==> config.mk <==
export PLATFORM = sky130hd
export DESIGN_NAME = buzzer_siren_and_beep_pattern_generator_flat
export DESIGN_NICKNAME = d
export VERILOG_FILES = /design/src/bspg_pkg.sv /design/src/bspg_if.sv /design/src/buzzer_siren_and_beep_pattern_generator.sv /design/src/flat_wrapper.sv
export VERILOG_INCLUDE_DIRS = /design/src /design/src/src
export SDC_FILE = /design/constraint.sdc
export NUM_CORES = 1
export LEC_CHECK = 0
export BUFFER_PORTS_ARGS = -buffer_cell sky130_fd_sc_hd__buf_2
export CELL_PAD_IN_SITES_DETAIL_PLACEMENT = 1
export CELL_PAD_IN_SITES_GLOBAL_PLACEMENT = 1
export CORE_AREA = 3 3 168 210
export CTS_BUF_LIST = sky130_fd_sc_hd__clkbuf_4 sky130_fd_sc_hd__clkbuf_8
export CTS_CLUSTER_SIZE = 20
export DETAILED_ROUTE_END_ITERATION = 8
export DIE_AREA = 0 0 171 213
export HOLD_SLACK_MARGIN = 0.05
export PLACE_DENSITY = 0.95
export SYNTH_ARGS = -nofsm -noshare
export SYNTH_HDL_FRONTEND = slang
export SYNTH_SLANG_ARGS = --single-unit
==> constraint.sdc <==
create_clock -name clk -period 19.3 [get_ports clk]
set_input_delay 4.825 -clock clk [delete_from_list [all_inputs] [get_ports clk]]
set_output_delay 4.825 -clock clk [all_outputs]
set_load 0.005 [all_outputs]
==> src/buzzer_siren_and_beep_pattern_generator_macros.svh <==
// Assertion helpers; they expect clk and rst_n in scope.
`ifndef BUZZER_SIREN_AND_BEEP_PATTERN_GENERATOR_MACROS_SVH
`define BUZZER_SIREN_AND_BEEP_PATTERN_GENERATOR_MACROS_SVH

// cond must hold at every clock edge out of reset
`define BSPG_ASSERT_ALWAYS(label, cond, msg) \
    label: assert property (@(posedge clk) disable iff (!rst_n) (cond)) else $error(msg);

// cons must hold in the same cycle as ante
`define BSPG_ASSERT_IMPLY(label, ante, cons, msg) \
    label: assert property (@(posedge clk) disable iff (!rst_n) (ante) |-> (cons)) \
        else $error(msg);

`endif

==> src/bspg_pkg.sv <==
`timescale 1ns / 1ps

package bspg_pkg;

    localparam int unsigned DEF_TONE_CLOCK_HZ = 2000000;
    localparam int unsigned DEF_TIME_WIDTH    = 16;

    localparam int unsigned BEEP_HZ = 3000;

    localparam int unsigned FREQ_W   = 15;
    localparam int unsigned STEP_W   = 11;
    localparam int unsigned STIME_W  = 10;
    localparam int unsigned LEN_W    = 16;
    localparam int unsigned PERIOD_W = 16;
    localparam int unsigned HIGH_W   = 15;
    localparam int unsigned CFG_IDX_W  = 3;
    localparam int unsigned CFG_DATA_W = 16;

    // register indexes
    localparam logic [CFG_IDX_W-1:0] REG_SWEEP_LOW   = 3'd0;
    localparam logic [CFG_IDX_W-1:0] REG_SWEEP_HIGH  = 3'd1;
    localparam logic [CFG_IDX_W-1:0] REG_STEP_FREQ   = 3'd2;
    localparam logic [CFG_IDX_W-1:0] REG_STEP_TIME   = 3'd3;
    localparam logic [CFG_IDX_W-1:0] REG_SIREN_LEN   = 3'd4;
    localparam logic [CFG_IDX_W-1:0] REG_BEEP_ON     = 3'd5;
    localparam logic [CFG_IDX_W-1:0] REG_BEEP_OFF    = 3'd6;

    // register reset values
    localparam logic [FREQ_W-1:0]  RST_SWEEP_LOW  = 15'd800;
    localparam logic [FREQ_W-1:0]  RST_SWEEP_HIGH = 15'd2000;
    localparam logic [STEP_W-1:0]  RST_STEP_FREQ  = 11'd100;
    localparam logic [STIME_W-1:0] RST_STEP_TIME  = 10'd50;
    localparam logic [LEN_W-1:0]   RST_SIREN_LEN  = 16'd5000;
    localparam logic [LEN_W-1:0]   RST_BEEP_ON    = 16'd200;
    localparam logic [LEN_W-1:0]   RST_BEEP_OFF   = 16'd100;

    typedef enum logic [1:0] {
        OP_TICK    = 2'd0,
        OP_COMMAND = 2'd1,
        OP_BEEP    = 2'd2
    } op_t;

    localparam logic [7:0] CMD_STOP    = 8'd0;
    localparam logic [7:0] CMD_SIREN   = 8'd1;
    localparam logic [7:0] CMD_ENABLE  = 8'd2;
    localparam logic [7:0] CMD_DISABLE = 8'd3;

    typedef enum logic [1:0] {
        MODE_IDLE  = 2'd0,
        MODE_BEEP  = 2'd1,
        MODE_SIREN = 2'd2
    } mode_t;

endpackage

==> src/bspg_if.sv <==
`timescale 1ns / 1ps

interface bspg_item_if;
    import bspg_pkg::*;

    logic              valid;
    logic              ready;
    logic [1:0]        operation;
    logic [7:0]        command;
    logic [LEN_W-1:0]  beep_length;

    modport source (output valid, output operation, output command, output beep_length,
                    input ready);
    modport sink   (input valid, input operation, input command, input beep_length,
                    output ready);
endinterface

interface bspg_result_if;
    import bspg_pkg::*;

    logic                 valid;
    logic                 ready;
    logic                 tone_on;
    logic [PERIOD_W-1:0]  tone_period;
    logic [HIGH_W-1:0]    tone_high;
    logic [PERIOD_W-1:0]  tone_low;
    logic [1:0]           active_pattern;
    logic                 buzzer_allowed;

    modport source (output valid, output tone_on, output tone_period, output tone_high,
                    output tone_low, output active_pattern, output buzzer_allowed,
                    input ready);
    modport sink   (input valid, input tone_on, input tone_period, input tone_high,
                    input tone_low, input active_pattern, input buzzer_allowed,
                    output ready);
endinterface

==> src/buzzer_siren_and_beep_pattern_generator.sv <==
// Buzzer pattern generator: one request in, one result out. A request that needs no division
// (timer tick with no siren step, any command but siren start, start beeping) goes straight to
// ST_SEND, where the result register loads and item.ready returns in the same cycle. A request
// that sets a new siren frequency (siren start, siren step) runs a restoring divider for
// TONE_CLOCK_HZ / frequency. The divider produces one quotient bit per cycle over the bit width
// of TONE_CLOCK_HZ (21 bits at 2 MHz), then stores the tone in ST_DIV and passes to ST_SEND.
// A zero frequency skips the divider. item.ready is high only while no request is in work. The
// result register holds one finished result, so a new request may be accepted while that result
// waits. That request then stalls before its own result for as long as the older result stays
// untaken.
`timescale 1ns / 1ps
`include "buzzer_siren_and_beep_pattern_generator_macros.svh"

module buzzer_siren_and_beep_pattern_generator #(
    parameter int unsigned TONE_CLOCK_HZ = bspg_pkg::DEF_TONE_CLOCK_HZ,
    parameter int unsigned TIME_WIDTH    = bspg_pkg::DEF_TIME_WIDTH
) (
    input  logic                                clk,
    input  logic                                rst_n,
    input  logic                                cfg_we,
    input  logic [bspg_pkg::CFG_IDX_W-1:0]      cfg_index,
    input  logic [bspg_pkg::CFG_DATA_W-1:0]     cfg_data,
    bspg_item_if.sink                           item,
    bspg_result_if.source                       result
);
    import bspg_pkg::*;

    localparam int unsigned DIV_W   = $clog2(TONE_CLOCK_HZ + 1);
    localparam int unsigned CNT_W   = $clog2(DIV_W + 1);
    localparam int unsigned BEEP_PERIOD = (TONE_CLOCK_HZ + BEEP_HZ / 2) / BEEP_HZ;
    localparam int unsigned BEEP_HIGH   = (BEEP_PERIOD + 1) / 2;
    localparam int unsigned BEEP_LOW    = BEEP_PERIOD - BEEP_HIGH;
    localparam logic [DIV_W-1:0] DIVIDEND  = DIV_W'(TONE_CLOCK_HZ);
    localparam logic [DIV_W-1:0] PERIOD_MAX = DIV_W'(65535);
    localparam logic [DIV_W-1:0] PERIOD_MIN = DIV_W'(3);

    typedef enum logic [1:0] {
        ST_IDLE,
        ST_DIV,
        ST_SEND
    } state_t;

    function automatic logic [TIME_WIDTH-1:0] to_time(input logic [15:0] v);
        logic [TIME_WIDTH+15:0] ext;
        ext = {{TIME_WIDTH{1'b0}}, v};
        return ext[TIME_WIDTH-1:0];
    endfunction

    // configuration
    logic [FREQ_W-1:0]  sweep_low_reg, sweep_high_reg;
    logic [STEP_W-1:0]  step_freq_reg;
    logic [STIME_W-1:0] step_time_reg;
    logic [LEN_W-1:0]   siren_len_reg, beep_on_reg, beep_off_reg;

    // pattern state
    state_t                state_reg, state_next;
    logic                  allowed_reg, allowed_next;
    mode_t                 mode_reg, mode_next;
    logic                  tone_reg, tone_next;
    logic                  phase_on_reg, phase_on_next;
    logic [TIME_WIDTH-1:0] time_left_reg, time_left_next;
    logic [TIME_WIDTH-1:0] ticks_reg, ticks_next;
    logic [FREQ_W-1:0]     sweep_freq_reg, sweep_freq_next;
    logic                  rising_reg, rising_next;
    logic [PERIOD_W-1:0]   period_reg, period_next;
    logic [HIGH_W-1:0]     high_reg, high_next;
    logic [PERIOD_W-1:0]   low_reg, low_next;

    // divider
    logic [FREQ_W-1:0] div_d_reg, div_d_next;
    logic [FREQ_W-1:0] div_rem_reg, div_rem_next;
    logic [DIV_W-1:0]  div_q_reg, div_q_next;
    logic [CNT_W-1:0]  div_cnt_reg, div_cnt_next;

    // result register
    logic                res_valid_reg, res_valid_next;
    logic                res_tone_reg, res_tone_next;
    logic [PERIOD_W-1:0] res_period_reg, res_period_next;
    logic [HIGH_W-1:0]   res_high_reg, res_high_next;
    logic [PERIOD_W-1:0] res_low_reg, res_low_next;
    mode_t               res_mode_reg, res_mode_next;
    logic                res_allowed_reg, res_allowed_next;

    // scratch
    logic                  sched_do;
    logic [TIME_WIDTH-1:0] sched_in, sched_ivl;
    logic                  div_go;
    logic [FREQ_W-1:0]     div_f;
    logic [16:0]           nf;
    logic [FREQ_W:0]       div_sh;
    logic                  div_ge;
    logic [DIV_W-1:0]      per_clamped;

    assign item.ready = (state_reg == ST_IDLE);

    assign result.valid          = res_valid_reg;
    assign result.tone_on        = res_tone_reg;
    assign result.tone_period    = res_period_reg;
    assign result.tone_high      = res_high_reg;
    assign result.tone_low       = res_low_reg;
    assign result.active_pattern = res_mode_reg;
    assign result.buzzer_allowed = res_allowed_reg;

    always_comb
    begin
        state_next      = state_reg;
        allowed_next    = allowed_reg;
        mode_next       = mode_reg;
        tone_next       = tone_reg;
        phase_on_next   = phase_on_reg;
        time_left_next  = time_left_reg;
        ticks_next      = ticks_reg;
        sweep_freq_next = sweep_freq_reg;
        rising_next     = rising_reg;
        period_next     = period_reg;
        high_next       = high_reg;
        low_next        = low_reg;
        div_d_next      = div_d_reg;
        div_rem_next    = div_rem_reg;
        div_q_next      = div_q_reg;
        div_cnt_next    = div_cnt_reg;
        res_valid_next  = res_valid_reg;
        res_tone_next   = res_tone_reg;
        res_period_next = res_period_reg;
        res_high_next   = res_high_reg;
        res_low_next    = res_low_reg;
        res_mode_next   = res_mode_reg;
        res_allowed_next = res_allowed_reg;

        sched_do  = 1'b0;
        sched_in  = '0;
        sched_ivl = '0;
        div_go    = 1'b0;
        div_f     = '0;
        nf        = '0;
        div_sh    = {div_rem_reg, div_q_reg[DIV_W-1]};
        div_ge    = (div_sh >= {1'b0, div_d_reg});
        per_clamped = div_q_reg;
        if (div_q_reg > PERIOD_MAX)
        begin
            per_clamped = PERIOD_MAX;
        end
        else if (div_q_reg < PERIOD_MIN)
        begin
            per_clamped = PERIOD_MIN;
        end

        if (res_valid_reg && result.ready)
        begin
            res_valid_next = 1'b0;
        end

        unique case (state_reg)
            ST_IDLE:
            begin
                if (item.valid)
                begin
                    state_next = ST_SEND;
                    unique case (item.operation)
                        OP_TICK:
                        begin
                            if (mode_reg != MODE_IDLE)
                            begin
                                if (ticks_reg <= TIME_WIDTH'(1))
                                begin
                                    ticks_next = '0;
                                    if (time_left_reg == '0)
                                    begin
                                        // pattern ran out
                                        tone_next = 1'b0;
                                        mode_next = MODE_IDLE;
                                        if (mode_reg == MODE_BEEP)
                                        begin
                                            phase_on_next = 1'b0;
                                        end
                                    end
                                    else if (mode_reg == MODE_BEEP)
                                    begin
                                        sched_do      = 1'b1;
                                        tone_next     = !phase_on_reg;
                                        phase_on_next = !phase_on_reg;
                                        sched_in      = phase_on_reg ? to_time(beep_off_reg)
                                                                     : to_time(beep_on_reg);
                                    end
                                    else
                                    begin
                                        if (rising_reg)
                                        begin
                                            nf = {2'b0, sweep_freq_reg} + {6'b0, step_freq_reg};
                                        end
                                        else
                                        begin
                                            nf = {2'b0, sweep_freq_reg} - {6'b0, step_freq_reg};
                                        end
                                        if ($signed(nf) >= $signed({2'b0, sweep_high_reg}))
                                        begin
                                            nf          = {2'b0, sweep_high_reg};
                                            rising_next = 1'b0;
                                        end
                                        else if ($signed(nf) <= $signed({2'b0, sweep_low_reg}))
                                        begin
                                            nf          = {2'b0, sweep_low_reg};
                                            rising_next = 1'b1;
                                        end
                                        sweep_freq_next = nf[FREQ_W-1:0];
                                        div_go   = 1'b1;
                                        div_f    = nf[FREQ_W-1:0];
                                        sched_do = 1'b1;
                                        sched_in = to_time({6'b0, step_time_reg});
                                    end
                                end
                                else
                                begin
                                    ticks_next = ticks_reg - TIME_WIDTH'(1);
                                end
                            end
                        end
                        OP_COMMAND:
                        begin
                            unique case (item.command) inside
                                CMD_STOP, CMD_DISABLE:
                                begin
                                    if (item.command == CMD_DISABLE)
                                    begin
                                        allowed_next = 1'b0;
                                    end
                                    if (mode_reg == MODE_SIREN)
                                    begin
                                        sweep_freq_next = sweep_low_reg;
                                        rising_next     = 1'b1;
                                    end
                                    mode_next      = MODE_IDLE;
                                    time_left_next = '0;
                                    ticks_next     = '0;
                                    phase_on_next  = 1'b0;
                                    tone_next      = 1'b0;
                                end
                                CMD_SIREN:
                                begin
                                    if (allowed_reg)
                                    begin
                                        phase_on_next   = 1'b0;
                                        mode_next       = MODE_SIREN;
                                        sweep_freq_next = sweep_low_reg;
                                        div_go          = 1'b1;
                                        div_f           = sweep_low_reg;
                                        tone_next       = 1'b1;
                                        time_left_next  = to_time(siren_len_reg);
                                        rising_next     = 1'b1;
                                        ticks_next      = '0;
                                    end
                                end
                                CMD_ENABLE:
                                begin
                                    allowed_next = 1'b1;
                                end
                                default:
                                begin
                                end
                            endcase
                        end
                        OP_BEEP:
                        begin
                            if (allowed_reg)
                            begin
                                mode_next     = MODE_BEEP;
                                period_next   = PERIOD_W'(BEEP_PERIOD);
                                high_next     = HIGH_W'(BEEP_HIGH);
                                low_next      = PERIOD_W'(BEEP_LOW);
                                phase_on_next = 1'b1;
                                tone_next     = 1'b1;
                                sched_do      = 1'b1;
                                sched_in      = to_time(beep_on_reg);
                                // schedule runs against the new length
                                time_left_next = to_time(item.beep_length);
                            end
                        end
                        default:
                        begin
                        end
                    endcase

                    if (sched_do)
                    begin
                        sched_ivl      = (time_left_next < sched_in) ? time_left_next : sched_in;
                        time_left_next = time_left_next - sched_ivl;
                        ticks_next     = sched_ivl;
                    end

                    // zero frequency keeps the old tone
                    if (div_go && (div_f != '0))
                    begin
                        state_next   = ST_DIV;
                        div_d_next   = div_f;
                        div_rem_next = '0;
                        div_q_next   = DIVIDEND;
                        div_cnt_next = '0;
                    end
                end
            end
            ST_DIV:
            begin
                if (div_cnt_reg == CNT_W'(DIV_W))
                begin
                    period_next = per_clamped[PERIOD_W-1:0];
                    high_next   = per_clamped[PERIOD_W-1:1];
                    low_next    = per_clamped[PERIOD_W-1:0] - {1'b0, per_clamped[PERIOD_W-1:1]};
                    state_next  = ST_SEND;
                end
                else
                begin
                    div_rem_next = div_ge ? FREQ_W'(div_sh - {1'b0, div_d_reg})
                                          : div_sh[FREQ_W-1:0];
                    div_q_next   = {div_q_reg[DIV_W-2:0], div_ge};
                    div_cnt_next = div_cnt_reg + CNT_W'(1);
                end
            end
            ST_SEND:
            begin
                if (!res_valid_reg || result.ready)
                begin
                    res_valid_next   = 1'b1;
                    res_tone_next    = tone_reg;
                    res_period_next  = period_reg;
                    res_high_next    = high_reg;
                    res_low_next     = low_reg;
                    res_mode_next    = mode_reg;
                    res_allowed_next = allowed_reg;
                    state_next       = ST_IDLE;
                end
            end
            default:
            begin
                state_next = ST_IDLE;
            end
        endcase
    end

    always_ff @(posedge clk or negedge rst_n)
    begin
        if (!rst_n)
        begin
            sweep_low_reg   <= RST_SWEEP_LOW;
            sweep_high_reg  <= RST_SWEEP_HIGH;
            step_freq_reg   <= RST_STEP_FREQ;
            step_time_reg   <= RST_STEP_TIME;
            siren_len_reg   <= RST_SIREN_LEN;
            beep_on_reg     <= RST_BEEP_ON;
            beep_off_reg    <= RST_BEEP_OFF;
            state_reg       <= ST_IDLE;
            allowed_reg     <= 1'b1;
            mode_reg        <= MODE_IDLE;
            tone_reg        <= 1'b0;
            phase_on_reg    <= 1'b0;
            time_left_reg   <= '0;
            ticks_reg       <= '0;
            sweep_freq_reg  <= RST_SWEEP_LOW;
            rising_reg      <= 1'b1;
            period_reg      <= PERIOD_W'(BEEP_PERIOD);
            high_reg        <= HIGH_W'(BEEP_HIGH);
            low_reg         <= PERIOD_W'(BEEP_LOW);
            div_d_reg       <= '0;
            div_rem_reg     <= '0;
            div_q_reg       <= '0;
            div_cnt_reg     <= '0;
            res_valid_reg   <= 1'b0;
            res_tone_reg    <= 1'b0;
            res_period_reg  <= '0;
            res_high_reg    <= '0;
            res_low_reg     <= '0;
            res_mode_reg    <= MODE_IDLE;
            res_allowed_reg <= 1'b0;
        end
        else
        begin
            if (cfg_we)
            begin
                unique case (cfg_index)
                    REG_SWEEP_LOW:  sweep_low_reg  <= cfg_data[FREQ_W-1:0];
                    REG_SWEEP_HIGH: sweep_high_reg <= cfg_data[FREQ_W-1:0];
                    REG_STEP_FREQ:  step_freq_reg  <= cfg_data[STEP_W-1:0];
                    REG_STEP_TIME:  step_time_reg  <= cfg_data[STIME_W-1:0];
                    REG_SIREN_LEN:  siren_len_reg  <= cfg_data[LEN_W-1:0];
                    REG_BEEP_ON:    beep_on_reg    <= cfg_data[LEN_W-1:0];
                    REG_BEEP_OFF:   beep_off_reg   <= cfg_data[LEN_W-1:0];
                    default:
                    begin
                    end
                endcase
            end
            state_reg       <= state_next;
            allowed_reg     <= allowed_next;
            mode_reg        <= mode_next;
            tone_reg        <= tone_next;
            phase_on_reg    <= phase_on_next;
            time_left_reg   <= time_left_next;
            ticks_reg       <= ticks_next;
            sweep_freq_reg  <= sweep_freq_next;
            rising_reg      <= rising_next;
            period_reg      <= period_next;
            high_reg        <= high_next;
            low_reg         <= low_next;
            div_d_reg       <= div_d_next;
            div_rem_reg     <= div_rem_next;
            div_q_reg       <= div_q_next;
            div_cnt_reg     <= div_cnt_next;
            res_valid_reg   <= res_valid_next;
            res_tone_reg    <= res_tone_next;
            res_period_reg  <= res_period_next;
            res_high_reg    <= res_high_next;
            res_low_reg     <= res_low_next;
            res_mode_reg    <= res_mode_next;
            res_allowed_reg <= res_allowed_next;
        end
    end

    `BSPG_ASSERT_ALWAYS(a_tone_split, ({1'b0, high_reg} + low_reg) == period_reg, "high plus low differs from period")
    `BSPG_ASSERT_ALWAYS(a_period_min, period_reg >= PERIOD_W'(3), "tone period below three")
    `BSPG_ASSERT_IMPLY(a_idle_silent, mode_reg == MODE_IDLE, !tone_reg, "tone running with no pattern")
    `BSPG_ASSERT_IMPLY(a_div_live, state_reg == ST_DIV, (div_d_reg != '0) && (div_cnt_reg <= CNT_W'(DIV_W)), "divider running with zero divisor or overrun")

endmodule

==> src/flat_wrapper.sv <==
// flat-port wrapper written by rule: the top's interface ports become plain ports
module buzzer_siren_and_beep_pattern_generator_flat import bspg_pkg::*;
#(
    parameter int unsigned TONE_CLOCK_HZ = bspg_pkg::DEF_TONE_CLOCK_HZ,
    parameter int unsigned TIME_WIDTH    = bspg_pkg::DEF_TIME_WIDTH
)
  (clk, rst_n, cfg_we, cfg_index, cfg_data, item_valid, item_operation, item_command, item_beep_length, item_ready, result_valid, result_tone_on, result_tone_period, result_tone_high, result_tone_low, result_active_pattern, result_buzzer_allowed, result_ready);
  bspg_item_if item_i ();
  bspg_result_if result_i ();
  input  logic clk;
  input  logic rst_n;
  input  logic cfg_we;
  input  logic [bspg_pkg::CFG_IDX_W-1:0] cfg_index;
  input  logic [bspg_pkg::CFG_DATA_W-1:0] cfg_data;
  input wire logic [$bits(item_i.valid)-1:0] item_valid;
  input wire logic [$bits(item_i.operation)-1:0] item_operation;
  input wire logic [$bits(item_i.command)-1:0] item_command;
  input wire logic [$bits(item_i.beep_length)-1:0] item_beep_length;
  output wire logic [$bits(item_i.ready)-1:0] item_ready;
  output wire logic [$bits(result_i.valid)-1:0] result_valid;
  output wire logic [$bits(result_i.tone_on)-1:0] result_tone_on;
  output wire logic [$bits(result_i.tone_period)-1:0] result_tone_period;
  output wire logic [$bits(result_i.tone_high)-1:0] result_tone_high;
  output wire logic [$bits(result_i.tone_low)-1:0] result_tone_low;
  output wire logic [$bits(result_i.active_pattern)-1:0] result_active_pattern;
  output wire logic [$bits(result_i.buzzer_allowed)-1:0] result_buzzer_allowed;
  input wire logic [$bits(result_i.ready)-1:0] result_ready;
  assign item_i.valid = item_valid;
  assign item_i.operation = item_operation;
  assign item_i.command = item_command;
  assign item_i.beep_length = item_beep_length;
  assign item_ready = item_i.ready;
  assign result_valid = result_i.valid;
  assign result_tone_on = result_i.tone_on;
  assign result_tone_period = result_i.tone_period;
  assign result_tone_high = result_i.tone_high;
  assign result_tone_low = result_i.tone_low;
  assign result_active_pattern = result_i.active_pattern;
  assign result_buzzer_allowed = result_i.buzzer_allowed;
  assign result_i.ready = result_ready;
  buzzer_siren_and_beep_pattern_generator #(.TONE_CLOCK_HZ(TONE_CLOCK_HZ), .TIME_WIDTH(TIME_WIDTH)) u_core (.clk(clk), .rst_n(rst_n), .cfg_we(cfg_we), .cfg_index(cfg_index), .cfg_data(cfg_data), .item(item_i), .result(result_i));
endmodule
After elaboration in Yosys (flattened, before gate mapping)
Cells that the tools add are included.
- multiply operators: 0
- add/sub/neg operators: 7
- equality and inequality tests: 39
- shift-type cells: 0
- divide/modulo/power cells: 0
- order comparisons: 7
- reductions and logical operators: 38
- bitwise gates (word level): 0
- multiplexer cells: 136
- operator list (operator ; number):
    16-bit 2-to-1 mux ; 28
    15-bit 2-to-1 mux ; 24
    16-bit case mux with 2 select lines ; 7
    15-bit case mux with 2 select lines ; 5
    17-bit 2-to-1 mux ; 8
    21-bit 2-to-1 mux ; 3
    21-bit case mux with 2 select lines ; 1
    1-bit 2-to-1 mux ; 35
    2-bit by 1-bit != test with 1-bit output (second input constant) ; 11
    21-bit by 16-bit greater-than comparator with 1-bit output (second input constant) ; 1
    21-bit by 2-bit < comparator with 1-bit output (second input constant) ; 1
    2-bit 2-to-1 mux ; 9
    2-bit AND reduction ; 9
    9-bit AND reduction ; 2
    17-bit by 16-bit greater-or-equal comparator with 1-bit output ; 1
    17-bit by 16-bit <= comparator with 1-bit output ; 1
    15-bit by 11-bit adder with 16-bit output ; 1
    8-bit by 2-bit == test with 1-bit output (second input constant) ; 2
    16-bit by 15-bit greater-or-equal comparator with 1-bit output ; 1
    16-bit by 1-bit <= comparator with 1-bit output (second input constant) ; 1
    16-bit zero test ; 1
    16-bit < comparator ; 1
    15-bit by 11-bit subtractor with 16-bit output ; 1
    16-bit by 1-bit subtractor with 16-bit output (second input constant) ; 1
    other kinds (39) ; 72
- bits in read-only memories: 0
- bits of input ports: 50
- flip-flop bits (word level): 309
- RAM bits: 0
- bits in latches: 0
- memories kept: 0

Longest topological paths before layout
Gate-level depths: netlist of the first run.
- depth after elaboration: 24
- depth in mapped cells: 33
- gate-level depth less buffers: 30

Worst setup path after synthesis of the first run
Ideal clock, no wire load.
- path kind: in2reg
- start point: in item_command[5]
- end point: reg u_core.time_left_reg[15]
- library setup time: 0.082 ns
- buffers on the path: 2
- data arrival time: 11.322 ns
- required time: 19.218 ns
- slack: 7.896 ns
- stages on the path: 28
- path through: or4_4 -> nor3_4 -> nand4_1 -> nor2_1 -> clkbuf_1 -> buf_1 -> a22oi_1 -> o21ai_0 -> ha_1 -> and4_1 -> a21oi_1 -> nand2_1 -> a221o_1 -> nor3_4 -> mux2i_1 -> ha_1 -> nor2b_1 -> o21ai_0 -> a21o_1 -> a311oi_1 -> or3_1 -> o31a_1 -> a211oi_1 -> nor2b_1 -> o21a_1 -> or4_1 -> o31a_1 -> a31oi_1
- longest elaborated chain between the ends: 10
- RTL lines (what ; line ; source):
    start, declared ; flat_wrapper.sv:17 ; input wire logic [$bits(item_i.command)-1:0] item_command;
    8-bit by 2-bit == test with 1-bit output (no line) or 8-bit zero test (tied branches) ; n/a ;
    2-bit OR reduction ; buzzer_siren_and_beep_pattern_generator.sv:220 ; unique case (item.command) inside
    16-bit case mux with 2 select lines * ; buzzer_siren_and_beep_pattern_generator.sv:220 ;
    16-bit case mux with 2 select lines * ; buzzer_siren_and_beep_pattern_generator.sv:159 ; unique case (item.operation)
    16-bit 2-to-1 mux * ; buzzer_siren_and_beep_pattern_generator.sv:156 ; if (item.valid)
    16-bit 2-to-1 mux * ; buzzer_siren_and_beep_pattern_generator.sv:153 ; unique case (state_reg)
    16-bit < comparator ; buzzer_siren_and_beep_pattern_generator.sv:285 ; sched_ivl = (time_left_next < sched_in) ? time_left_next : sched_in;
    16-bit 2-to-1 mux ; buzzer_siren_and_beep_pattern_generator.sv:285 ;
    16-bit subtractor ; buzzer_siren_and_beep_pattern_generator.sv:286 ; time_left_next = time_left_next - sched_ivl;
    16-bit 2-to-1 mux * ; buzzer_siren_and_beep_pattern_generator.sv:283 ; if (sched_do)
    end signal, assigned ; buzzer_siren_and_beep_pattern_generator.sv:396 ; time_left_reg <= time_left_next;
    end, declared ; buzzer_siren_and_beep_pattern_generator.sv:61 ; logic [TIME_WIDTH-1:0] time_left_reg, time_left_next;
Mark *: on every way between the ends. The rest lies on a longest branch, timed or not. The select of a mux whose other input is x is not followed.
A chain may end at the register's enable or synchronous reset.

Worst setup path in the final report of the first run
- start point: in item_operation[0]
- end point: reg u_core.time_left_reg[15]
- longest elaborated chain between the ends: 8
- RTL lines (what ; line ; source):
    start, declared ; flat_wrapper.sv:16 ; input wire logic [$bits(item_i.operation)-1:0] item_operation;
    2-bit == test (tied with other cells) ; buzzer_siren_and_beep_pattern_generator.sv:159 ;
    16-bit case mux with 2 select lines ; buzzer_siren_and_beep_pattern_generator.sv:159 ;
    16-bit 2-to-1 mux ; buzzer_siren_and_beep_pattern_generator.sv:156 ;
    16-bit 2-to-1 mux ; buzzer_siren_and_beep_pattern_generator.sv:153 ;
    16-bit < comparator ; buzzer_siren_and_beep_pattern_generator.sv:285 ;
    16-bit 2-to-1 mux ; buzzer_siren_and_beep_pattern_generator.sv:285 ;
    16-bit subtractor ; buzzer_siren_and_beep_pattern_generator.sv:286 ;
    16-bit 2-to-1 mux * ; buzzer_siren_and_beep_pattern_generator.sv:283 ;
Marked as above.

==> summary.txt, run 1 <==
Cells and area
  – Share of cells above drive strength 1: 19.4%
  – Antenna cells: 0
  – Utilization after layout: roughly three fifths
  – Area Overhead vs Synth: 10.5%
  – Commonest cells after routing, fill and taps aside: dfrtp_1 (240), nand2_1 (217), o21ai_0 (166), nor2_1 (151), a21oi_1 (133)
  – Register area: ~7000 um^2
  – Nets: around 2.2k
  – Max reg flops: 21
  – Fill cells: 3869
  – Multi-input gate area: 9660 um^2
  – Commonest non-fill, non-tap cell in the layout: dfrtp_1

Synthesis
  – Ranking of synthesized cells by area: dfrtp_1 (34%), ha_1 (8.5%), mux2_2 (6.9%), dfstp_2 (6.4%), o21ai_0 (4.7%)
  – Cell taking the most area after synthesis: dfrtp_1
  – Mapped Area: 17600 um^2
  – Synth top area share: 34.0%
  – Synth warn: 0
  – Top_reg_cell synth: dfrtp_1
  – Mapped Cells: slightly below 2k
  – Syn Area/Cell: around 9.1 um^2
  – Number of synthesized flops with an enable pin: 0
  – #FFs+latches synth: approximately 280
  – Ys async rst share: between 90% and 100%
  – Post-synthesis net count: between 2k and 2.5k
  – Post-synth cell types: 77
  – Seq/Total Area, Yosys: slightly above 40%

GRT
  – Vias in the first global route: approximately 17k
  – Congestion Overflow GR: 0
  – First-pass GRT wire length: ~93000 um
  – Initial antenna violation count: 1
  – Total global-route track usage: between 30% and 40%
  – Pin count of the biggest net entering global routing: ~130

Timing
  – Final Hold Slack: approximately 0.5 ns
  – Skew final: just over 0.03 ns
  – PnR worst setup slack: roughly 7 ns
  – Max-slew violation count: 0
  – RSZ-0062 raised after global routing: false
  – Setup TNS: 0 ns
  – Tcrit/Tclk final: 63.7%
  – Max Clk Rate: 81.4 MHz
  – Setup violations, final: 0
  – Worst-margin pin slew: roughly 1.2 ns
  – Final Critical Period: around 12 ns
  – Final hold vios: 0
  – Relative slew slack: about 18%

Pwr
  – Leak: just under 0.009 uW
  – Sw Ratio: 44.9%
  – Total chip power: roughly 2900 uW
  – Pwr/cell area: about 150 nW/um^2
  – P_sw: around 1300 uW
  – Clock power frac: a little over a fifth
  – Int Pwr: ~1600 uW
  – Max VDD drop: between 0.1 and 0.15 mV
  – Flop pwr share: about 29%
  – Logic pwr share: 49.9%

Floorplanning
  – Die Y: 213 um
  – Horiz. Die Dim: approximately 170 um
  – Die ar.: 36400 um^2
  – Initial core utilization: roughly 53%
  – Core area: around 34000 um^2
  – I/O pin total: just over 100
  – Rows: between 70 and 80

Worst setup path
  – Setup crit start kind: input pin
  – Critical Path End Type: flip-flop
  – Worst-path fanout max: 19
  – Critical path type: in -> reg
  – Critical Path AT: between 10 and 15 ns
  – Critical Path RT: between 15 and 20 ns
  – Worst R2R Setup Slack: around 11 ns

CTS
  – Worst-skew pair later-pin latency: just over 0.6 ns
  – Longest Clk Path Bufs: 3
  – CTS buffer count: 48
  – H-tree depth: 2
  – Post CTS Setup Buffer Count: 0
  – Reg clk slew, reported paths: 0.06 ns
  – # hold bufs at CTS: 0
  – CTS root buf: clkbuf_8
  – Post-cts sizing count: 0
  – CTS tree: yes
  – CTS sink cnt: 283

Placement
  – IO Port Bufs: between 100 and 150
  – DP Wirelength: 42500 um
  – Setup WS pre-CTS: approximately 6.5 ns
  – Final RePlAce weighted congestion: 0.981

Route
  – Via count: 15.8k
  – TritonRoute pass-1 iters: 5
  – Via density: between 6 and 7
  – Final WL: approximately 60000 um
  – Antenna Nets Post-Route: 0
  – # DRC: 0
  – WL/cell: 24.3 um
  – Drt initial violations: 1435

Run status
  – Status: completed

Flow run
  – Maxcap violations: 0

Min path
  – HP Class: reg -> reg
[cell usage after synthesis (4+ instances only)]
master,number
nand2_1,217
or3_1,6
nand4_1,16
nand3b_1,7
fa_1,5
inv_1,117
a211o_1,7
o21bai_1,5
buf_4,14
a211oi_1,25
ha_1,120
a21oi_1,133
buf_2,10
o22ai_1,16
nor3_1,41
a31oi_1,10
dfstp_2,43
o211ai_1,15
xnor2_1,25
or2_2,17
xor2_1,20
a22oi_1,39
o31a_1,5
a21o_1,24
nor2b_1,16
a2bb2oi_1,6
mux2i_1,32
nand4b_1,4
nand2b_1,23
nor2_1,154
o21ai_0,166
mux2_2,108
a22o_1,12
o31ai_1,6
and2_1,8
dfrtp_1,240
nand3_1,25
o21a_1,16
nor4_1,18
and3_1,7
clkbuf_1,71
o41ai_1,10
buf_1,8
o221ai_1,7
[cell type report]
type                            count  area share, %
Clock buffer                       78           4.80
Clock inverter                     11          0.757
Inverter                          117           2.25
Multi-Input combinational cell   1427           49.6
Sequential cell                   283           36.6
Tap cell                          423           2.72
Timing Repair Buffer              118           3.29
[power groups by stage]
stage	combinational [uW]	clock [uW]	sequential [uW]
2_1_floorplan	996	0	776
3_3_place_gp	1290	0	814
3_5_place_dp	1370	0	826
4_1_cts	1390	621	818
5_1_grt	1550	646	834
6_report	1430	613	823
[worst paths after layout]
check | startpoint | to | cells past startpoint
min | u_core.high_reg[10]$_DFFE_PN0P_ | u_core.high_reg[10]$_DFFE_PN0P_ | 2
min in group asynchronous | rst_n | u_core.high_reg[11]$_DFFE_PN0P_ | 1
max reg2reg | u_core.time_left_reg[0]$_DFFE_PN0P_ | u_core.time_left_reg[15]$_DFFE_PN0P_ | 25
max in group asynchronous | rst_n | u_core.step_time_reg[6]$_DFFE_PN0P_ | 3
min reg2reg | u_core.high_reg[10]$_DFFE_PN0P_ | u_core.high_reg[10]$_DFFE_PN0P_ | 2
max | item_operation[0] | u_core.time_left_reg[15]$_DFFE_PN0P_ | 27
[routing by layer]
metal  vias up  part of all wire, %  GRT usage, %
li1       7017                    -             -
met1      7929                   39          38.2
met2       638                   50          56.9
met3       231                  5.4          4.54
met4         2                  6.0          17.6
met5         -                0.027             0
[per-stage QoR]
stage	cell area, um^2	cells
after floorplan	17600	1930
final	19500	2457
after detailed placement	18400	2368
after CTS	19500	2457
after global placement	18400	2368
after global routing	19500	2457
[cell families (layout without fill, tap and decap cells)]
logic type,Yosys count,after routing,synth area share [%]
AO/OA/AOI/OAI,543,543,19.4
XOR/XNOR,45,45,2.23
adder cells (fa/ha/maj),126,126,9.13
buffers and inverters,220,324,5.05
flip-flops,283,283,40.4
multiplexers,141,141,8.77
AND/OR/NAND/NOR,572,572,14.9
[critical path, stage by stage]
cell and delay [ns]:
buf_2 0.14, inv_1 0.09, ha_1 0.64, inv_1 0.32
or3_1 0.74, nand2_1 0.16, o21ai_0 0.23, ha_1 0.40
and4_1 0.21, a21oi_1 0.18, nand2_1 0.09, a221o_1 0.42
nor3_4 0.71, mux2i_1 0.49, ha_1 0.32, nor2b_1 0.13
o21ai_0 0.20, a21o_1 0.21, a311oi_1 0.13, or3_1 0.39
o31a_1 0.28, a211oi_1 0.40, nor2b_1 0.09, o21a_1 0.20
or4_1 0.48, o31a_1 0.12, a31oi_1 0.18
(Power assumes the default switching activity.)
==> run 2: changes to the inputs <==
ABC_AREA = 1   (was unset)
CORE_AREA = 3 3 184 231   (was 3 3 168 210)
DIE_AREA = 0 0 187 234   (was 0 0 171 213)
PLACE_DENSITY = 0.93   (was 0.95)
clock period = 11.61 ns   (was 19.3 ns; I/O delays follow)
==> run 2 against run 1 <==
Against the previous run:
- sequential share of layout area is 2.2 points lower
- wire length is 8.5% higher
- total power grew 82%
- clock-buffer cell count shrank 7
- highest routed layer is now met4
- largest power group unchanged
==> summary.txt, run 2 <==
Route
  – Antenna Nets Post-Route: 0
  – TritonRoute pass-1 iters: 5
  – Via count: between 15k and 20k
  – Met3 WL: approximately 3300 um
  – # DRC: 0
  – Max layer used: met4
  – Final WL: 64900 um
  – WL/cell: roughly 20 um
  – Met1 WL: ~26000 um
  – DR WL met2: approximately 32000 um
  – Drt initial violations: about 1.1k
  – Via density: 5.76

Worst setup path
  – CP peak stage delay: slightly above 0.6 ns
  – Critical Path RT: 12.11 ns
  – Most common cell on crit path: inv_1
  – Setup crit start kind: input pin
  – Critical Path End Type: flip-flop
  – Critical Path AT: just over 10 ns
  – CP max stage cell: inv_1
  – Critical path type: in -> reg
  – Worst-path fanout max: 23

Floorplanning
  – Die ar.: roughly 44000 um^2
  – Die Y: ~230 um
  – Horiz. Die Dim: 187 um
  – I/O pin total: approximately 100
  – Initial core utilization: a little under half
  – Rows: 82
  – Core area: around 40000 um^2

Placement
  – Final RePlAce weighted congestion: roughly 0.91
  – DP Wirelength: about 47000 um
  – Placed cells: between 3k and 4k
  – IO Port Bufs: about 100
  – Setup WS pre-CTS: approximately 1.4 ns

Run status
  – Status: completed

Min path
  – HP Class: reg -> reg

CTS
  – Worst-skew pair later-pin latency: slightly above 0.6 ns
  – CTS sink cnt: 283
  – H-tree depth: 2
  – Longest Clk Path Bufs: 3
  – CTS buffer count: between 40 and 50
  – Reg clk slew, reported paths: approximately 0.070 ns
  – Post-cts sizing count: 0
  – # hold bufs at CTS: 0
  – Post CTS Setup Buffer Count: 0
  – CTS tree: yes
  – CTS root buf: clkbuf_8

Timing
  – Relative slew slack: between 10% and 20%
  – Worst-margin pin slew: ~1.2 ns
  – Final hold vios: 0
  – PnR worst setup slack: about 1.7 ns
  – Final Hold Slack: around 0.48 ns
  – Skew final: roughly 0.037 ns
  – Setup violations, final: 0
  – Setup TNS: 0 ns
  – RSZ-0062 raised after global routing: false
  – Tcrit/Tclk final: 85.0%
  – Final Critical Period: slightly below 10 ns
  – Max-slew violation count: 0
  – Max Clk Rate: about 100 MHz

Synthesis
  – Synth warn: 0
  – Mapped Cells: between 2k and 3k
  – #FFs+latches synth: between 200 and 300
  – Post-synth cell types: 57
  – Ys async rst share: 100%
  – Syn Area/Cell: 7.24 um^2
  – Seq/Total Area, Yosys: a little under two fifths
  – Cell with the most instances after synthesis: nand2_1
  – Top post-synthesis cells by count: nand2_1 (690), inv_1 (330), o21ai_0 (271), dfrtp_1 (240), nand3_1 (226)
  – Synth top area share: roughly a third
  – Post-synthesis net count: approximately 2.8k
  – Mapped Area: roughly 19000 um^2
  – Top_reg_cell synth: dfrtp_1
  – Cell taking the most area after synthesis: dfrtp_1
  – Number of synthesized flops with an enable pin: 0
  – Ranking of synthesized cells by area: dfrtp_1 (32%), nand2_1 (14%), ha_1 (7.9%), o21ai_0 (7.2%), inv_1 (6.5%)

Cells and area
  – Nets: ~2.8k
  – Non-filler cells, final: between 3k and 4k
  – Max reg flops: 21
  – Area Overhead vs Synth: 9.74%
  – Share of cells above drive strength 1: between 10% and 20%
  – Commonest cells after routing, fill and taps aside: nand2_1 (689), inv_1 (330), o21ai_0 (271), dfrtp_1 (240), nand3_1 (226)
  – Commonest non-fill, non-tap cell in the layout: nand2_1

Flow run
  – Maxcap violations: 0

Pwr
  – Max VDD drop: approximately 0.12 mV
  – Pwr/cell area: about 250 nW/um^2
  – Leak: 0.0107 uW
  – Total chip power: 5220 uW

GRT
  – Pin count of the biggest net entering global routing: just over 80
  – First-pass GRT wire length: between 100000 and 150000 um
  – Total global-route track usage: about 30%
  – Vias in the first global route: ~20k
  – Congestion Overflow GR: 0
  – Initial antenna violation count: 1
-- run 2: logic make-up (layout without fill, tap and decap cells) --
| family | count (synthesis) | after routing | synth area share, % |
|---|---|---|---|
| buffers and inverters | 459 | 545 | 9.73 |
| AOI/OAI and AO/OA | 516 | 516 | 15.2 |
| muxes | 7 | 7 | 0.417 |
| and+or+nand+nor | 1169 | 1169 | 26.0 |
| other | 0 | 1 | 0 |
| adders and majority gates | 125 | 125 | 8.47 |
| DFF | 283 | 283 | 37.7 |
| xor gates and xnor gates | 53 | 53 | 2.45 |
-- run 2: final timing paths --
| check | startpoint | to | slack, ns | cells after the start |
|---|---|---|---|---|
| max | item_operation[1] | u_core.time_left_reg[14]$_DFFE_PN0P_ | 1.75 | 36 |
| min | u_core.div_d_reg[8]$_DFFE_PN0P_ | u_core.div_d_reg[8]$_DFFE_PN0P_ | 0.48 | 2 |
| max reg2reg | u_core.ticks_reg[0]$_DFFE_PN0P_ | u_core.time_left_reg[14]$_DFFE_PN0P_ | 4.20 | 34 |
| min reg2reg | u_core.div_d_reg[8]$_DFFE_PN0P_ | u_core.div_d_reg[8]$_DFFE_PN0P_ | 0.48 | 2 |
| max in group asynchronous | rst_n | u_core.ticks_reg[8]$_DFFE_PN0P_ | 7.12 | 3 |
| min in group asynchronous | rst_n | u_core.div_cnt_reg[0]$_DFFE_PN0P_ | 2.23 | 1 |
-- run 2: stage by stage --
stage	cell area (um^2)	util [%]
floorplan	18900	-
global placement	19700	48.8
detailed placement	19700	48.8
CTS	20800	51.5
global route	20800	51.5
finish	20800	51.5
-- run 2: layout make-up --
class	count	area (um^2)
timing repair buffer	118	641
tap	546	683
inverter	339	1270
fill	5218	19600
multi-input combinational	1870	9960
clock inverter	17	186
clock buffer	71	883
antenna	1	2.50
sequential	283	7140
-- run 2: where the power goes --
group	switching (uW)	internal [uW]	total, uW
registers	216	1220	1440
clock network	452	562	1010
logic	1850	922	2770
-- run 2: metal layers --
layer | track usage [%] | vias up
met5 | 0 | -
met4 | 15.3 | 0
met3 | 4.07 | 202
met2 | 52.0 | 627
met1 | 34.9 | 9236
li1 | - | 8633
-- run 2: worst max-delay path, delay by kind of cell --
kind | cells | cell delay, ns
AO/OA/AOI/OAI | 11 | 2.66
XOR/XNOR | 1 | 0.07
adder cells (fa/ha/maj) | 4 | 1.32
buffers and inverters | 8 | 1.71
AND/OR/NAND/NOR | 12 | 1.67
==> run 3: changes to the inputs <==
clock period = 10.1 ns   (was 11.61 ns; I/O delays follow)
==> run 3 against run 2 <==
Against the previous run:
- sequential power up 15%
- combinational power up 15%
- core utilization about the same
- critical path depth down 4
- register-to-register slack worse by 1.5 ns
- setup slack worse by 0.83 ns
- global-route usage up 0.50 points
- critical path type unchanged
- critical endpoint unchanged
- largest power group unchanged
==> summary.txt, run 3 (same netlist as run 2, synthesis figures left out) <==
Run status
  – Status: completed

Route
  – Via density: just under 6
  – Via count: approximately 19k
  – # DRC: 0
  – TritonRoute pass-1 iters: 6
  – Final WL: 66300 um
  – Drt initial violations: between 1k and 1.5k
  – Antenna Nets Post-Route: 0
  – WL/cell: 20.4 um

Pwr
  – Logic pwr share: 53.3%
  – Clock power frac: approximately a fifth
  – Max VDD drop: about 0.15 mV
  – Flop pwr share: between 20% and 30%
  – Int Pwr: between 3000 and 4000 uW
  – Leak: roughly 0.011 uW
  – P_sw: ~2900 uW
  – Sw Ratio: 48.5%
  – Pwr/cell area: ~290 nW/um^2

Cells and area
  – Area Overhead vs Synth: 9.69%
  – Multi-input gate area: between 9000 and 10000 um^2
  – Fill cells: 5195
  – Register area: 7140 um^2
  – Max reg flops: 21
  – Commonest non-fill, non-tap cell in the layout: nand2_1
  – Fin area: roughly 21000 um^2
  – Nets: ~2.8k
  – Share of cells above drive strength 1: 11.0%
  – Commonest cells after routing, fill and taps aside: nand2_1 (689), inv_1 (330), o21ai_0 (271), dfrtp_1 (240), nand3_1 (226)

CTS
  – Reg clk slew, reported paths: around 0.060 ns
  – CTS sink cnt: approximately 280
  – Worst-skew pair later-pin latency: roughly 0.62 ns
  – Post-cts sizing count: 0
  – H-tree depth: 2
  – CTS buffer count: between 40 and 50
  – CTS tree: yes
  – Longest Clk Path Bufs: 3
  – # hold bufs at CTS: 0
  – CTS root buf: clkbuf_8
  – Post CTS Setup Buffer Count: 0

Timing
  – RSZ-0062 raised after global routing: false
  – Max Clk Rate: about 110 MHz
  – Setup violations, final: 0
  – Setup TNS: 0 ns
  – Skew final: 0.0287 ns
  – Max-slew violation count: 0
  – Relative slew slack: between 15 and 20%
  – Tcrit/Tclk final: 90.9%
  – Final hold vios: 0
  – Final Critical Period: 9.18 ns
  – Worst-margin pin slew: about 1.2 ns

Placement
  – Final RePlAce weighted congestion: between 0.9 and 1
  – IO Port Bufs: between 100 and 150
  – Dpl cell area: roughly 20000 um^2
  – DP Wirelength: between 40000 and 50000 um

Floorplanning
  – Die ar.: between 40000 and 50000 um^2
  – Rows: between 80 and 90
  – Horiz. Die Dim: about 190 um
  – Initial core utilization: between 40% and 50%
  – Die Y: 234 um
  – I/O pin total: approximately 100
  – Core area: about 40000 um^2

Worst setup path
  – CP peak stage delay: between 0.7 and 0.8 ns
  – Crit path buffers/inverters: 7
  – Critical Path AT: a little under 10 ns
  – Worst-path fanout max: 20
  – Most common cell on crit path: nand2_1
  – Critical Path End Type: flip-flop
  – Critical path type: in -> reg
  – Worst path top cell family by delay: compound AO/OA/AOI/OAI gates
  – Setup crit start kind: input pin
  – Critical Path RT: 10.60 ns
  – CP max stage cell: ha_1

Min path
  – HP Class: reg -> reg

Flow run
  – Maxcap violations: 0

GRT
  – Pin count of the biggest net entering global routing: about 90
  – Vias in the first global route: 20.1k
  – First-pass GRT wire length: approximately 110000 um
  – Congestion Overflow GR: 0
  – Initial antenna violation count: 3
  – Total global-route track usage: ~30%
run 3: cell count changes in the layout (fill, tap and decap cells not counted):
cell,before,now
clkbuf_8,56,59
bufinv_16,3,1
clkinvlp_4,1,3
nor4_1,5,4
clkinv_2,10,8
inv_8,2,1
nor4_4,0,1
inv_6,0,1
clkbuf_4,15,16
inv_12,1,0
run 3: cell type report:
| type | count | area share, % |
|---|---|---|
| clock inverter | 14 | 0.543 |
| sequential | 283 | 34.4 |
| antenna | 1 | 0.0121 |
| multi-input combinational | 1870 | 48.1 |
| inverter | 339 | 6.13 |
| timing repair buffer | 118 | 3.09 |
| tap | 546 | 3.29 |
| clock buffer | 75 | 4.49 |
run 3: worst paths after layout:
kind	start	endpoint	cells after the start	slack (ns)
setup / recovery	item_operation[1]	u_core.time_left_reg[14]$_DFFE_PN0P_	32	0.92
hold / removal	u_core.div_d_reg[6]$_DFFE_PN0P_	u_core.div_d_reg[6]$_DFFE_PN0P_	2	0.48
hold reg to reg	u_core.div_d_reg[6]$_DFFE_PN0P_	u_core.div_d_reg[6]$_DFFE_PN0P_	2	0.48
min in group asynchronous	rst_n	u_core.div_rem_reg[10]$_DFFE_PN0P_	1	1.90
max in group asynchronous	rst_n	u_core.beep_off_reg[8]$_DFFE_PN0P_	3	6.14
setup reg to reg	u_core.ticks_reg[0]$_DFFE_PN0P_	u_core.time_left_reg[14]$_DFFE_PN0P_	33	2.70
run 3: power by group through the flow:
stage / sequential, uW / clock, uW / combinational [uW]
after floorplan: 1570 / 0 / 2290
after global placement: 1640 / 0 / 2940
after detailed placement: 1660 / 0 / 3120
after CTS: 1650 / 1160 / 3150
after global routing: 1680 / 1210 / 3580
final: 1660 / 1140 / 3190
run 3: worst register-to-register path: cells and delay by family, from the launching register on:
| kind | cells | cell delay [ns] |
|---|---|---|
| buffers and inverters | 5 | 0.95 |
| xor gates and xnor gates | 1 | 0.08 |
| and+or+nand+nor | 14 | 2.49 |
| adders and majority gates | 3 | 0.79 |
| DFF | 1 | 0.38 |
| AOI/OAI and AO/OA | 10 | 2.59 |
run 3: per-layer routing:
layer	wire length, um	up-vias	track usage (%)
li1	-	8631	-
met3	3380	238	4.23
met5	22	-	0
met2	32500	648	53.1
met1	26300	9342	34.8
met4	4030	4	16.9
run 3: through the flow:
| stage | hold WS [ns] | util (%) | setup WS (ns) | power (uW) | instances |
|---|---|---|---|---|---|
| global placement | 0.458 | 48.9 | 0.771 | 4580 | 3156 |
| floorplan | 0.442 | - | 2.17 | 3860 | 2612 |
| detailed placement | 0.465 | 48.9 | 0.447 | 4780 | 3156 |
| CTS | 0.480 | 51.5 | 1.00 | 5950 | 3245 |
| global route | 0.515 | 51.5 | 0.170 | 6470 | 3246 |
| finish | 0.481 | 51.5 | 0.915 | 5990 | 3246 |
